`src/rtl/hcs_pkg.sv`:
```
// ----------------------------------------------------------------------------
// hcs_pkg - shared constants for the channel histogram chi-square block
// Bin and channel geometry, result widths, queue depth and word layout.
// ----------------------------------------------------------------------------
package hcs_pkg;

    localparam int HCS_COUNT_BITS = 24;
    localparam int BIN_BITS       = 8;
    localparam int NUM_BINS       = 256;
    localparam int NUM_CHAN       = 3;
    localparam int CHAN_BITS      = 2;
    localparam int CHI_BITS       = 40;
    localparam int PCNT_BITS      = 24;
    localparam int FIFO_DEPTH     = 4;

    localparam logic [CHAN_BITS-1:0] CH_RED   = 2'd0;
    localparam logic [CHAN_BITS-1:0] CH_GREEN = 2'd1;
    localparam logic [CHAN_BITS-1:0] CH_BLUE  = 2'd2;

    localparam logic [CHI_BITS-1:0]  CHI_MAX   = {CHI_BITS{1'b1}};
    localparam logic [PCNT_BITS-1:0] PCNT_MAX  = {PCNT_BITS{1'b1}};

    // queue word: {red, green, blue, last, skip, ovf, n}
    function automatic int entry_bits(input int kw);
        return 3 * BIN_BITS + 3 + kw;
    endfunction

endpackage

```
`src/rtl/hcs_if.sv`:
```
// ----------------------------------------------------------------------------
// hcs_if - pixel and result channel interfaces
// Valid/ready channels; a word moves when valid and ready are both high.
// ----------------------------------------------------------------------------
interface hcs_pix_if;
    logic       valid;
    logic       ready;
    logic [7:0] red;
    logic [7:0] green;
    logic [7:0] blue;
    logic       last_pixel;

    modport source (output valid, red, green, blue, last_pixel, input ready);
    modport sink   (input valid, red, green, blue, last_pixel, output ready);
endinterface


```
`src/rtl/hcs_front.sv`:
```
// ----------------------------------------------------------------------------
// hcs_front - pixel intake and classification
// Counts pixels, marks those past the count limit, tags the image total.
// ----------------------------------------------------------------------------
module hcs_front import hcs_pkg::*; #(
    parameter int KW = HCS_COUNT_BITS,
    parameter int EW = entry_bits(HCS_COUNT_BITS)
) (
    input  logic          i_clk,
    input  logic          i_rst_n,
    hcs_pix_if.sink       i_pix,
    input  logic          i_q_full,
    input  logic          i_clearing,
    output logic          o_q_push,
    output logic [EW-1:0] o_q_data
);
    logic [KW-1:0] r_seen;
    logic          r_drop;
    logic          full;
    logic [KW-1:0] n_seen;
    logic          n_drop;

    assign i_pix.ready = !i_q_full && !i_clearing;
    assign o_q_push    = i_pix.valid && i_pix.ready;

    // count limit check
    always_comb begin
        full   = (r_seen == {KW{1'b1}});
        n_seen = full ? r_seen : r_seen + 1'b1;
        n_drop = r_drop || full;
    end

    assign o_q_data = {i_pix.red, i_pix.green, i_pix.blue, i_pix.last_pixel,
                       full, n_drop, n_seen};

    // per-image count, restarts after the last pixel
    always_ff @(posedge i_clk) begin
        if (!i_rst_n) begin
            r_seen <= '0;
            r_drop <= 1'b0;
        end else if (o_q_push) begin
            if (i_pix.last_pixel) begin
                r_seen <= '0;
                r_drop <= 1'b0;
            end else begin
                r_seen <= n_seen;
                r_drop <= n_drop;
            end
        end
    end

endmodule

```
`src/flat_wrapper.sv`:
```
// flat-port wrapper written by rule: the top's interface ports become plain ports
module hcs_front_flat import hcs_pkg::*;
#(
    parameter int KW = HCS_COUNT_BITS,
    parameter int EW = entry_bits(HCS_COUNT_BITS)
)
  (i_clk, i_rst_n, i_q_full, i_clearing, o_q_push, o_q_data, i_pix_valid, i_pix_red, i_pix_green, i_pix_blue, i_pix_last_pixel, i_pix_ready);
  hcs_pix_if i_pix_i ();
  input  logic i_clk;
  input  logic i_rst_n;
  input  logic i_q_full;
  input  logic i_clearing;
  output logic o_q_push;
  output logic [EW-1:0] o_q_data;
  input wire logic [$bits(i_pix_i.valid)-1:0] i_pix_valid;
  input wire logic [$bits(i_pix_i.red)-1:0] i_pix_red;
  input wire logic [$bits(i_pix_i.green)-1:0] i_pix_green;
  input wire logic [$bits(i_pix_i.blue)-1:0] i_pix_blue;
  input wire logic [$bits(i_pix_i.last_pixel)-1:0] i_pix_last_pixel;
  output wire logic [$bits(i_pix_i.ready)-1:0] i_pix_ready;
  assign i_pix_i.valid = i_pix_valid;
  assign i_pix_i.red = i_pix_red;
  assign i_pix_i.green = i_pix_green;
  assign i_pix_i.blue = i_pix_blue;
  assign i_pix_i.last_pixel = i_pix_last_pixel;
  assign i_pix_ready = i_pix_i.ready;
  hcs_front #(.KW(KW), .EW(EW)) u_core (.i_clk(i_clk), .i_rst_n(i_rst_n), .i_pix(i_pix_i), .i_q_full(i_q_full), .i_clearing(i_clearing), .o_q_push(o_q_push), .o_q_data(o_q_data));
endmodule
```
`config.mk`:
```
export PLATFORM = sky130hd
export DESIGN_NAME = hcs_front_flat
export DESIGN_NICKNAME = d
export VERILOG_FILES = /design/src/rtl/hcs_pkg.sv /design/src/rtl/hcs_if.sv /design/src/rtl/hcs_front.sv /design/src/flat_wrapper.sv
export SDC_FILE = /design/constraint.sdc
export NUM_CORES = 1
export LEC_CHECK = 0
export ABC_AREA = 1
export BUFFER_PORTS_ARGS = -buffer_cell sky130_fd_sc_hd__buf_2
export CORE_UTILIZATION = 49
export DETAILED_ROUTE_END_ITERATION = 16
export GPL_ROUTABILITY_DRIVEN = 0
export GPL_TIMING_DRIVEN = 0
export PLACE_DENSITY = 0.81
export SYNTH_ARGS = -nofsm -noshare
export SYNTH_HDL_FRONTEND = slang
export SYNTH_SLANG_ARGS = --single-unit
```
`constraint.sdc`:
```
create_clock -name i_clk -period 2.3 [get_ports i_clk]
set_clock_uncertainty 0.15 [all_clocks]
set_input_delay 0.23 -clock i_clk [delete_from_list [all_inputs] [get_ports i_clk]]
set_output_delay 0.23 -clock i_clk [all_outputs]
set_load 0.02 [all_outputs]
```
# After elaboration in Yosys (flattened, before gate mapping)
# Index checks and enable logic that the tools add are counted.
classes:
  eq_ne: 1
  n_mux: 3
  n_reduce_logical: 5
  addsub: 1
ops:
  columns: ["cell", "n"]
  rows:
  - ["$mux W24", 2]
  - ["$add A24 B1 Y24 const B", 1]
  - ["$eq A24 B24 Y1 const B", 1]
  - ["$logic_and A1 B1 Y1", 2]
  - ["$logic_not A1 Y1", 2]
  - ["$logic_or A1 B1 Y1", 1]
  - ["$mux W1", 1]
word_totals:
  elab_cells: 12
  input_bits: 30
  reg_bits: 25

# Longest topological paths before layout
depth:
  depth_word: 3
  depth_mapped: 10
  depth_no_buf: 10

# Worst setup path after synthesis
# OpenSTA, ideal clock, no wires.
synth_timing:
  path_kind: "register -> output"
  start: "register u_core.r_seen[0]"
  end: "output o_q_data[24]"
  t_arrival_ns: 1.522
  stages_incl_launch_ff: 10
  required_time_ns: 1.920
  path_slack_ns: 0.398
  path_buffers: 2
  cell_sequence: "dfxtp_1 > ha_1 > nand2_2 > nor2_4 > nand2_4 > nor2_8 > nand2_4 > buf_6 > nand2_1 > buf_4"
synth_via:
  elab_chain_cells: 2
synth_lines:
  columns: ["item", "line", "source"]
  rows:
  - ["start, declared", "hcs_front.sv:17", "logic [KW-1:0] r_seen;"]
  - ["start signal, assigned", "hcs_front.sv:46", "r_seen <= n_seen;"]
  - ["$eq A24 B24 Y1", "hcs_front.sv:28", "full = (r_seen == {KW{1'b1}});"]
  - ["$logic_or A1 B1 Y1", "hcs_front.sv:30", "n_drop = r_drop || full;"]
  - ["end, declared", "flat_wrapper.sv:14", "output logic [EW-1:0] o_q_data;"]
# No other way between the ends.

# Worst setup path in the final report
layout_timing:
  start: "register u_core.r_seen[1]"
  end: "output o_q_data[24]"
# Same word-level chain as after synthesis.

==> reports/metrics.csv <==
metric;value;unit
Post-DP HPWL;3749;µm
Critical Path Fanout Max;10;
startpoint types;register;
first-pass GRT wire length;7907;µm
GR Util met1;29.56;%
routed length per instance;11.62;µm
nets;418;
clock sink count;25;
top cells by count, synth;nand2_1, buf_4, nor2_1, dfxtp_1, a21oi_1;
met3 Usage GRT;4.655;%
Area contributors post-synth;dfxtp_1, nand2_1, buf_4;
syn_nets;348;
Std-Cell Rows;22;
CP Class;register to primary output;
Synth cell types;28;
synth-to-layout area growth;25.67;%
setup violators final;0;
Syn Area/Cell;6.319;µm²
peak supply drop;0.4133;mV
GRT Total Usage;23.31;%
GR Layer Usage met2;39.67;%
clk buf depth;2;
Syn. warnings;0;
starting density of the core;52.73;%
drc violations;0;
sequential area share after synthesis;24.98;%
Primary FF master, synth;dfxtp_1;
Die Span Y;65.94;µm
# H-tree levels;1;
Worst setup EP type;primary output;
Post-Synthesis Cells;317;
Power Density;324.5;nW/µm²
remaining global-route overflow;0;
ant diodes;0;
IO Count;83;
layout cells sized above 1;37.05;%
Via Count;2198;
Synth top area share;24.98;%
TritonCTS buffer count;3;
die area;4348;µm²
drt initial violations;115;
CTS root buf;clkbuf_8;
status;finished clean;
Final Power;0.8169;mW
Core Area;3799;µm²
top-count cell post-synth;nand2_1;
CP required;1920;ps
final hold vios;0;
Tightest Pin Transition;483.7;ps
Worst-Skew Late Latency;270;ps
Clk pin slew, worst setup/hold paths;90;ps
Slew headroom;67.75;%
Max Freq;0.4500;GHz
TritonRoute pass-1 iters;4;
WL final;5044;µm
leakage;1.186;nW
min-delay src;i_rst_n;
Slew Viols, Final;0;
vias in the first global route;1849;
largest net degree at the start of global routing;14;
period utilization;96.62;%
asr flop ratio synth;0;%
initial antenna violation count;0;
Post-synth EDFFs;0;
r2r startpoint;u_core.r_seen[0];
Die Wd;65.94;µm
CTS tree;yes;
leading area contributor after synthesis;dfxtp_1;
crit path launch;u_core.r_seen[1];
Antenna Nets Post-Route;0;
Worst Path Arrival;1840;ps
GRT busiest layer;met2;
Synth Register Bits;25;
Port Buf Inserts;58;
Via-to-Cell Ratio;5.065;
Mapped Area;2003;µm²
minimum clock period;2222;ps
Core Util, Final;66.27;%
Hold Crit Class;input port to register;
Max-cap violations;0;
## cell type report
cell class	instances	area (µm²)
fillers	352	1281
multi-input cells	234	1212
flip-flops and latches	25	511.7
repair buffers	65	342.8
plain buffers	35	259.0
inverters	23	86.33
well taps	48	60.06
clock buffers	4	45.04
## critical path: stages, from the launching register on
cell     delay [ps]
dfxtp_4         380
ha_4            150
nand2_2          80
nor2_4          160
nand2_4         110
nor2_8          140
nand2_8          90
buf_12          160
nand2_1          60
buf_4            90
buf_2           140
## layout by cell type (no fill, tap or decap)
cell	Yosys	layout
nand3_2	16	16
nand4_1	5	5
nor2_4	1	5
buf_12	0	1
nand3_1	17	17
a21oi_1	24	24
buf_2	2	60
xor2_1	1	1
clkbuf_8	0	3
buf_4	27	34
buf_6	2	1
dfxtp_1	25	20
and3_1	1	1
dfxtp_2	0	3
nor2_1	26	24
inv_1	21	21
nor2_8	1	1
xnor2_1	1	1
inv_2	1	1
nand2_2	5	5
clkinv_1	1	1
or2_1	5	5
o21ai_0	3	3
a221oi_2	1	1
o21ai_1	1	1
nand2_8	0	1
nand2_4	2	1
dfxtp_4	0	2
ha_4	0	1
nand2_1	114	114
or2_2	3	3
clkbuf_1	4	5
nor2_2	6	4
## cells by family (layout without fill, tap and decap cells)
family                   Yosys count  count (layout)  synth area share [%]
XOR/XNOR                           2               2                0.8746
AND/OR/NAND/NOR                  202             202                 48.97
adder cells (fa/ha/maj)            1               1                0.6245
buffers and inverters             58             127                 16.80
flip-flops                        25              25                 24.98
AO/OA/AOI/OAI                     29              29                 7.745
## routing by layer
metal | part of all wire [%] | wire length, µm
met5 | 0 | 0
met2 | 50 | 2503
met1 | 41 | 2088
met3 | 7.4 | 373
met4 | 1.5 | 78
## timing repair
| item | CTS | global route |
|---|---|---|
| pin swaps | 0 | 3 |
| endpoints found under the setup margin | 26 | 20 |
| hold buffers | 0 | 0 |
| buffers inserted | 2 | 5 |
| resized for setup | 6 | 12 |
## state kept, by name, indices dropped and copies added, names as in the netlist
signal	cells
u_core.r_drop	1
u_core.r_seen	24
## per-stage QoR
| step | cell area (µm²) | hold slack [ps] | setup slack (ps) | TNS (ps) | instances |
|---|---|---|---|---|---|
| floorplan | 2003 | 293.3 | 397.7 | 0 | 317 |
| global placement | 2354 | 324.5 | -2.170 | -2.170 | 423 |
| detailed placement | 2354 | 335.9 | -43.22 | -43.22 | 423 |
| CTS | 2434 | 141.6 | 13.13 | 0 | 429 |
| global route | 2517 | 162.0 | -5.917 | -5.917 | 434 |
| finish | 2517 | 147.1 | 77.83 | 0 | 434 |
## report_power, final
| part | internal (mW) | leakage, nW | switching (mW) |
|---|---|---|---|
| sequential | 0.431 | 0.204 | 0.000629 |
| clock | 0.124 | 0.0228 | 0.142 |
| combinational | 0.0525 | 0.959 | 0.0672 |
## path summary, 6_finish.rpt
kind | end | slack [ps] | depth (start not counted)
setup / recovery | o_q_data[24] | 80 | 10
hold / removal | u_core.r_seen[9] | 150 | 3
setup reg to reg | u_core.r_seen[13] | 540 | 9
hold reg to reg | u_core.r_drop | 340 | 2
No activity file was read; power rests on OpenSTA's default activity.
