$ cat config.mk
export PLATFORM = sky130hd
export DESIGN_NAME = hcs_fifo
export DESIGN_NICKNAME = d
export VERILOG_FILES = /design/src/rtl/hcs_pkg.sv /design/src/rtl/hcs_fifo.sv
export SDC_FILE = /design/constraint.sdc
export NUM_CORES = 1
export LEC_CHECK = 0
export ABC_AREA = 1
export BUFFER_PORTS_ARGS = -buffer_cell sky130_fd_sc_hd__buf_2
export CAP_MARGIN = 20
export CELL_PAD_IN_SITES_DETAIL_PLACEMENT = 0
export CELL_PAD_IN_SITES_GLOBAL_PLACEMENT = 1
export CORE_UTILIZATION = 30
export CTS_BUF_LIST = sky130_fd_sc_hd__clkbuf_4 sky130_fd_sc_hd__clkbuf_8
export DETAILED_ROUTE_END_ITERATION = 12
export GPL_TIMING_DRIVEN = 0
export PLACE_DENSITY_LB_ADDON = 0.1
export SLEW_MARGIN = 20
export SYNTH_ARGS = -nofsm -noshare
export SYNTH_HDL_FRONTEND = slang
export SYNTH_SLANG_ARGS = --single-unit
$ cat constraint.sdc
create_clock -name i_clk -period 4.1 [get_ports i_clk]
set_input_delay 0.41 -clock i_clk [delete_from_list [all_inputs] [get_ports i_clk]]
set_output_delay 0.41 -clock i_clk [all_outputs]
set_load 0.1 [all_outputs]
$ cat src/rtl/hcs_pkg.sv
// ----------------------------------------------------------------------------
// hcs_pkg - shared constants for the channel histogram chi-square block
// Bin and channel geometry, result widths, queue depth and word layout.
// ----------------------------------------------------------------------------
package hcs_pkg;

    localparam int HCS_COUNT_BITS = 24;
    localparam int BIN_BITS       = 8;
    localparam int NUM_BINS       = 256;
    localparam int NUM_CHAN       = 3;
    localparam int CHAN_BITS      = 2;
    localparam int CHI_BITS       = 40;
    localparam int PCNT_BITS      = 24;
    localparam int FIFO_DEPTH     = 4;

    localparam logic [CHAN_BITS-1:0] CH_RED   = 2'd0;
    localparam logic [CHAN_BITS-1:0] CH_GREEN = 2'd1;
    localparam logic [CHAN_BITS-1:0] CH_BLUE  = 2'd2;

    localparam logic [CHI_BITS-1:0]  CHI_MAX   = {CHI_BITS{1'b1}};
    localparam logic [PCNT_BITS-1:0] PCNT_MAX  = {PCNT_BITS{1'b1}};

    // queue word: {red, green, blue, last, skip, ovf, n}
    function automatic int entry_bits(input int kw);
        return 3 * BIN_BITS + 3 + kw;
    endfunction

endpackage

$ cat src/rtl/hcs_fifo.sv
// ----------------------------------------------------------------------------
// hcs_fifo - short queue between front and back
// Register-based FIFO, head word shown combinationally.
// ----------------------------------------------------------------------------
module hcs_fifo import hcs_pkg::*; #(
    parameter int WIDTH = entry_bits(HCS_COUNT_BITS),
    parameter int DEPTH = FIFO_DEPTH
) (
    input  logic             i_clk,
    input  logic             i_rst_n,
    input  logic             i_push,
    input  logic [WIDTH-1:0] i_data,
    output logic             o_full,
    input  logic             i_pop,
    output logic             o_valid,
    output logic [WIDTH-1:0] o_data
);
    localparam int PW = (DEPTH > 1) ? $clog2(DEPTH) : 1;
    localparam int CW = $clog2(DEPTH + 1);

    logic [WIDTH-1:0] r_mem [DEPTH];
    logic [PW-1:0]    r_wp;
    logic [PW-1:0]    r_rp;
    logic [CW-1:0]    r_cnt;

    assign o_full  = (r_cnt == CW'(DEPTH));
    assign o_valid = (r_cnt != '0);
    assign o_data  = r_mem[r_rp];

    // pointers and fill count
    always_ff @(posedge i_clk) begin
        if (!i_rst_n) begin
            r_wp  <= '0;
            r_rp  <= '0;
            r_cnt <= '0;
        end else begin
            if (i_push) begin
                r_wp <= (r_wp == PW'(DEPTH - 1)) ? '0 : r_wp + 1'b1;
            end
            if (i_pop) begin
                r_rp <= (r_rp == PW'(DEPTH - 1)) ? '0 : r_rp + 1'b1;
            end
            r_cnt <= r_cnt + CW'(i_push) - CW'(i_pop);
        end
    end

    // storage
    always_ff @(posedge i_clk) begin
        if (i_push) begin
            r_mem[r_wp] <= i_data;
        end
    end

endmodule

# Word level (Yosys, flattened, before mapping)
# Memory sizes are Yosys's and may differ from the RTL's. A register that Yosys moved wholly into a read port is not among the register bits.
# Cells that the tools add are included.
# Widths: inputs -> output; s select.
# totals
inputBits,55
wordCells,18
out_inout_bits,53
memories,1
reg_bits,7
mem_bits_rw,204
# classes
muxes,6
n_addsub,4
n_reduce_logical,1
eq_ne,3
# memory_table
memory,words,word_bits,read_ports,rd_ports_with_merged_regs,wr,line_no,source
r_mem,4,51,1,1,1,hcs_fifo.sv:21,logic [WIDTH-1:0] r_mem [DEPTH];
# op_table
op,n
$mux 2,4
$add 2x1->2 const B,2
$eq 2x2->1 const B,2
$add 3x1->3,1
$eq 3x3->1 const B,1
$reduce_bool 3->1,1
$sub 3x1->3,1
$mux 1,2

# Depth between registers and ports, before layout
# Gate-level depths: netlist of the first run.
# depth
depth_word,4
mapped_depth,8

# Least setup slack after synthesis of the first run
# No wires, ideal clock.
# synth_path
path_kind,reg2out
start,register r_cnt[1]
end,output o_full
stages_incl_launch_ff,4
n_path_buf,0
required_time_ns,3.690
arrival_time_ns,1.731
slack_ns,1.959
cell_sequence,dfxtp_1 -> inv_1 -> nand2_1 -> nor2_1
# synth_via
elab_chain_cells,1
# synth_rtl
item,line_no,source
from (decl),hcs_fifo.sv:24,logic [CW-1:0] r_cnt;
from (signal assigned),hcs_fifo.sv:43,r_cnt <= r_cnt + CW'(i_push) - CW'(i_pop);
$eq 3x3->1,hcs_fifo.sv:26,assign o_full = (r_cnt == CW'(DEPTH));
to (decl),hcs_fifo.sv:13,"output logic o_full,"
# No other way between the ends.

==> metrics.cfg, run 1 <==
[status]
status=finished clean

[hold_path]
hold-path-cell-count=1
hold_class=in2reg
hp-start=i_data[11]
hold_end=r_mem[3][11]

[worst_setup_path]
start_kind=flop
worstPathCellList=buf_2, buf_2, o211ai_1, nand2_1, buf_2
rr_worst_depth=5
cp_num_buf_inv=3
worst-endpoint-required_ns=3.69
crit_arrival_ns=2.17
worstPathMaxFanout=10
r2r_end=r_mem[2][27]
r2r-start=r_wp[0]
crit_path_end_kind=primary output
path_delay_family=buffers and inverters
max_stage_delay_ns=0.45
regToRegSetupSlack_ns=2.51
crit_path_top_delay_cell=buf_2
crit_top_cell=buf_2
critPathKind=reg2out

[route]
wl_um=20900
ant_nets=0
wl_per_cell_um=17.2
avgViaCountPerCell=4.37
drc=0
firstDrtPassIters=4
first_iter_violations=228
vias=5299

[synth]
seq_area_frac_synth_pct=73.4
syn_avg_cell_area_um2=13.1
yosysTopAreaCellShare_pct=71.3
syn_area_mm2=0.00859
yosysTopAreaCell=edfxtp_1
syn_inst=654
syn-num-nets=717
synthTopCellsByArea=edfxtp_1 (71%), inv_1 (5.1%), nand2_1 (4.9%)
ys_warn_count=0
synth_cell_types=20
synth-seq-cells=213

[clocking]
cts.sinks=213
numCtsBuffers=39
post_cts_buffers=0
clk_pin_slew_worst_paths_ns=0.06
clock_path_buffers=3
cts_tree=built
h-tree-depth=2
clkLatencyLatePin_ns=0.51
ctsResizeCount=0
cts_hold_buf=0
cts_root_buf=clkbuf_8

[finish]
layout.area.seq_mm2=0.00631
drive_above_1_share_pct=27.7
syn2layout_area_growth_pct=22.4
fillerInstances=2728
fin_util_pct=37.5
stdcell_area_mm2=0.0105
nets=869
multi_input_area_mm2=0.00159

[timing]
rsz0062_at_grt=no
min_period_ns=2.58
timing.setup.tns_ns=0
hold_viol=0
slew_headroom_pct=54.9
fmax_ghz=0.387
timing.final.crit_share_pct=63.0
setup_viol=0
finalHoldWorstSlack_ns=0.106
skew_ns=0.0142
maxSlewViolCount=0
tightestPinTransition_ns=0.677

[grt]
grt_pass1_vias=5632
overflow=0
grt_pass1_wl_um=31500
antenna_found_initial=3
grt_max_degree=39
grt.total_usage_pct=14.7

[placement]
port_buffers=107
place_area_mm2=0.00972
dp_hpwl_um=12300
gp_congestion=0.699

[power_and_ir_drop]
intPower_mw=3.91
switchingPower_mw=1.82
comb_power_share_pct=20.5
swShare_pct=31.8
leakage_nw=4.18
vdd_drop_max_mv=0.368
pwr-share-seq_pct=44.1
power_density_mw_per_mm2=545
clkPwrFrac_pct=35.4

[floorplan]
pin_count=108
fp.dieW_um=171
core_area_mm2=0.0280
initial_core_util_pct=30.7
dieHeight_um=171
fp-row-count=61
die_area_mm2=0.0293

[flow_run]
maxCapViolCount=0

-- power by group through the flow --
stage                     logic, mW  clock network (mW)  registers [mW]
after floorplan               0.917                   0            2.57
after global placement         1.17                   0            2.58
after detailed placement       1.20                   0            2.57
after CTS                      1.20                2.11            2.53
after global routing           1.25                2.19            2.53
final                          1.18                2.03            2.53
-- Yosys cell counts, drive strengths merged --
cell    count
xnor2       1
o211ai     51
buf        33
nand2     113
nor2        7
edfxtp    204
clkbuf      2
nor3        1
fa          1
inv       117
dfxtp       9
ha          7
o21ai      52
nand3       2
a21oi      54
-- flip-flops by register name (all words and copies together) (netlist names), named ones only --
register / cells
r_rp: 2
r_cnt: 3
r_wp: 2
r_mem: 204
-- routing by layer --
| metal | vias up | global-route usage [%] | part of all wire, % | wire length (um) |
|---|---|---|---|---|
| met5 | - | 0 | 0.13 | 27 |
| met4 | 4 | 5.82 | 2.6 | 537 |
| met3 | 44 | 3.36 | 4.6 | 951 |
| met2 | 112 | 25.5 | 50 | 10400 |
| met1 | 2569 | 17.6 | 43 | 8940 |
| li1 | 2570 | - | - | - |
-- final cells by class --
class / count / area share, %
Sequential cell: 213 / 60.0
Multi-Input combinational cell: 289 / 15.1
Timing Repair Buffer: 111 / 6.14
Clock buffer: 51 / 6.08
Tap cell: 378 / 4.50
Inverter: 117 / 4.27
Buffer: 35 / 2.41
Clock inverter: 18 / 1.48
Antenna cell: 1 / 0.0238
-- cells by family after synthesis --
kind of cell,after synthesis,share of synthesized area [%]
AO/OA/AOI/OAI,157,11.8
XOR/XNOR,1,0.102
adder cells (fa/ha/maj),8,1.25
buffers and inverters,152,8.07
flip-flops,213,73.4
AND/OR/NAND/NOR,123,5.42
-- stage by stage --
step | power (mW) | setup slack (ns) | cells
after CTS | 5.83 | 1.45 | 1212
after global placement | 3.74 | 0.835 | 1139
after global routing | 5.97 | 1.39 | 1212
after floorplan | 3.49 | 1.96 | 654
final | 5.74 | 1.52 | 1213
after detailed placement | 3.77 | 2.03 | 1143
-- layout by cell type (no fill, tap or decap), drive strengths merged --
cell type | Yosys | final
nand2 | 113 | 113
fa | 1 | 1
nor3 | 1 | 1
o211ai | 51 | 51
clkinv | 0 | 15
clkbuf | 2 | 53
edfxtp | 204 | 204
o21ai | 52 | 52
nand3 | 2 | 2
dfxtp | 9 | 9
inv | 117 | 117
a21oi | 54 | 54
buf | 33 | 144
bufinv | 0 | 3
xnor2 | 1 | 1
nor2 | 7 | 7
diode | 0 | 1
ha | 7 | 7
-- how the worst max path moves through the flow --
stage | start | slack (ns) | cells past startpoint | end
5_1_grt | flop | 1.39 | 4 | o_data[41]
4_1_cts | flop | 1.45 | 4 | o_data[41]
6_report | flop | 1.52 | 5 | o_data[42]
2_1_floorplan | r_cnt[1] | 1.96 | 3 | o_full
3_3_place_gp | i_push | 0.84 | 4 | r_mem[3][8]
3_5_place_dp | flop | 2.03 | 4 | o_data[41]
(Power assumes the default switching activity.)
==> run 2, diff against run 1 <==
==> constraint.sdc (replaced) <==
create_clock -name i_clk -period 2.51 [get_ports i_clk]
set_input_delay 0.251 -clock i_clk [delete_from_list [all_inputs] [get_ports i_clk]]
set_output_delay 0.251 -clock i_clk [all_outputs]
set_load 0.1 [all_outputs]
==> metrics.cfg, run 2 (synthesis results as in run 1) <==
[route]
vias=5520  ; +4.2%
avgViaCountPerCell=4.37  ; about the same
firstDrtPassIters=4  ; unchanged
wl_um=21100  ; +0.84%
first_iter_violations=223  ; -2.2%
ant_nets=0  ; unchanged
drc=0  ; unchanged
wl_per_cell_um=16.7  ; -3.2%

[worst_setup_path]
crit_path_top_delay_cell=buf_2
crit_top_cell=buf_2
worstPathMaxFanout=10  ; unchanged
crit_path_end_kind=primary output
worst-endpoint-required_ns=2.26  ; -1.43 ns
critPathKind=reg2out
regToRegSetupSlack_ns=0.92  ; -1.59 ns
r2r-start=r_wp[0]
worstPathCellList=buf_2, buf_2, o211ai_1, nand2_1, buf_2
r2r_end=r_mem[2][27]
crit_arrival_ns=2.12  ; -0.05 ns
start_kind=flop
max_stage_delay_ns=0.43  ; -0.02 ns
crit_end=o_data[43]
rr_worst_depth=5  ; unchanged

[clocking]
numCtsBuffers=39  ; unchanged
h-tree-depth=2  ; unchanged
cts_tree=built
clock_path_buffers=3  ; unchanged
cts_root_buf=clkbuf_8
clk_pin_slew_worst_paths_ns=0.06  ; about the same
clkLatencyLatePin_ns=0.51  ; about the same
post_cts_buffers=0  ; unchanged
cts.sinks=213  ; unchanged

[power_and_ir_drop]
leakage_nw=4.41  ; +5.4%
vdd_drop_max_mv=0.460  ; +25%
power_density_mw_per_mm2=854  ; +57%

[grt]
overflow=0  ; unchanged
grt_max_degree=39  ; unchanged
grt_pass1_vias=5819  ; +3.3%
grt.total_usage_pct=14.9  ; +0.17 points
grt_pass1_wl_um=32000  ; +1.8%
antenna_found_initial=0  ; -3

[hold_path]
hold-path-cell-count=3  ; +2
hp-start=i_pop
hold_class=in2reg

[floorplan]
core_area_mm2=0.0280  ; unchanged
initial_core_util_pct=30.7  ; unchanged
fp-row-count=61  ; unchanged
pin_count=108  ; unchanged
dieHeight_um=171  ; unchanged
die_area_mm2=0.0293  ; unchanged
fp.dieW_um=171  ; unchanged

[finish]
reg.largest.list=r_mem (204), r_cnt (3)
nets=921  ; +6.0%
largest_reg_flops=204  ; unchanged
max_flop_register=r_mem
syn2layout_area_growth_pct=28.7
n_antenna_cell=0  ; -1
mostFrequentLayoutCell=edfxtp_1
fin_cells=1264  ; +4.2%
final_cell_mix=edfxtp_1 (204), buf_2 (114), inv_1 (113), nand2_1 (113), dlygate4sd3_1 (52)
drive_above_1_share_pct=26.2  ; -1.5 points

[timing]
finalHoldWorstSlack_ns=0.0587  ; -0.0476 ns
hold_viol=0  ; unchanged
maxSlewViolCount=0  ; unchanged
slew_headroom_pct=55.8  ; +0.98 points
timing.final.crit_share_pct=94.5
skew_ns=0.0144  ; +0.000238 ns
fmax_ghz=0.422
setup_viol=0  ; unchanged
tightestPinTransition_ns=0.663  ; -0.0147 ns
rsz0062_at_grt=no
min_period_ns=2.37

[flow_run]
maxCapViolCount=0  ; unchanged

[status]
status=finished clean

[placement]
dp_hpwl_um=12300  ; unchanged
gp_congestion=0.699  ; unchanged
placed_cells=1143  ; unchanged
port_buffers=107  ; unchanged

[run 2: cell types whose count changed in the layout (fill, tap and decap cells not counted), sizes merged]
cell | before | now
diode | 1 | 0
clkbuf | 53 | 63
dlygate4sd3 | 0 | 52
buf | 144 | 134
[run 2: worst min path at each step]
stage | to | slack [ns]
2_1_floorplan | r_cnt[1] | 0.34
3_3_place_gp | r_mem[0][10] | 0.46
3_5_place_dp | r_mem[3][15] | 0.47
4_1_cts | r_rp[0] | 0.02
5_1_grt | flop | 0.06
6_report | r_rp[0] | 0.06
[run 2: metrics by stage]
stage	TNS, ns	util (%)	setup slack (ns)	power [mW]	cell area, um^2
floorplan	0	-	0.522	5.69	8590
global placement	-112.69	34.3	-0.598	6.12	9600
detailed placement	0	34.7	0.603	6.15	9720
CTS	0	39.4	0.0158	9.59	11000
global route	0	39.5	0.00430	9.84	11100
finish	0	39.5	0.139	9.44	11100
[run 2: report_power, final]
group          switching (mW)  total (mW)  internal [mW]
sequential             0.0430        4.13           4.08
combinational            1.60        2.00          0.404
clock                    1.35        3.32           1.97
total                    2.99        9.44           6.45
[run 2: final cells by class]
cell class | instances | area, um^2
inverter | 117 | 449
tap | 378 | 473
multi-input combinational | 289 | 1590
sequential | 213 | 6310
fill | 2717 | 16900
clock inverter | 18 | 155
buffer | 35 | 255
timing repair buffer | 163 | 1190
clock buffer | 51 | 639
[run 2: metal layers]
metal / vias to the layer above / wire, um / GRT usage [%]
met5: - / 0 / 0
met1: 2675 / 9180 / 18.1
met3: 44 / 846 / 2.92
li1: 2675 / - / -
met4: 0 / 530 / 5.63
met2: 126 / 10500 / 25.9
[run 2: timing repair]
item                                    CTS  global route
endpoints found under the setup margin    0            11
gates resized for setup                   0            12
endpoints found under the hold margin   207             0
hold buffers                             52             0
[run 2: critical path: cells and delay by family, from the launching register on]
kind / cells / cell delay [ns]
buffers and inverters: 3 / 1.01
flip-flops: 1 / 0.34
AO/OA/AOI/OAI: 1 / 0.14
AND/OR/NAND/NOR: 1 / 0.11
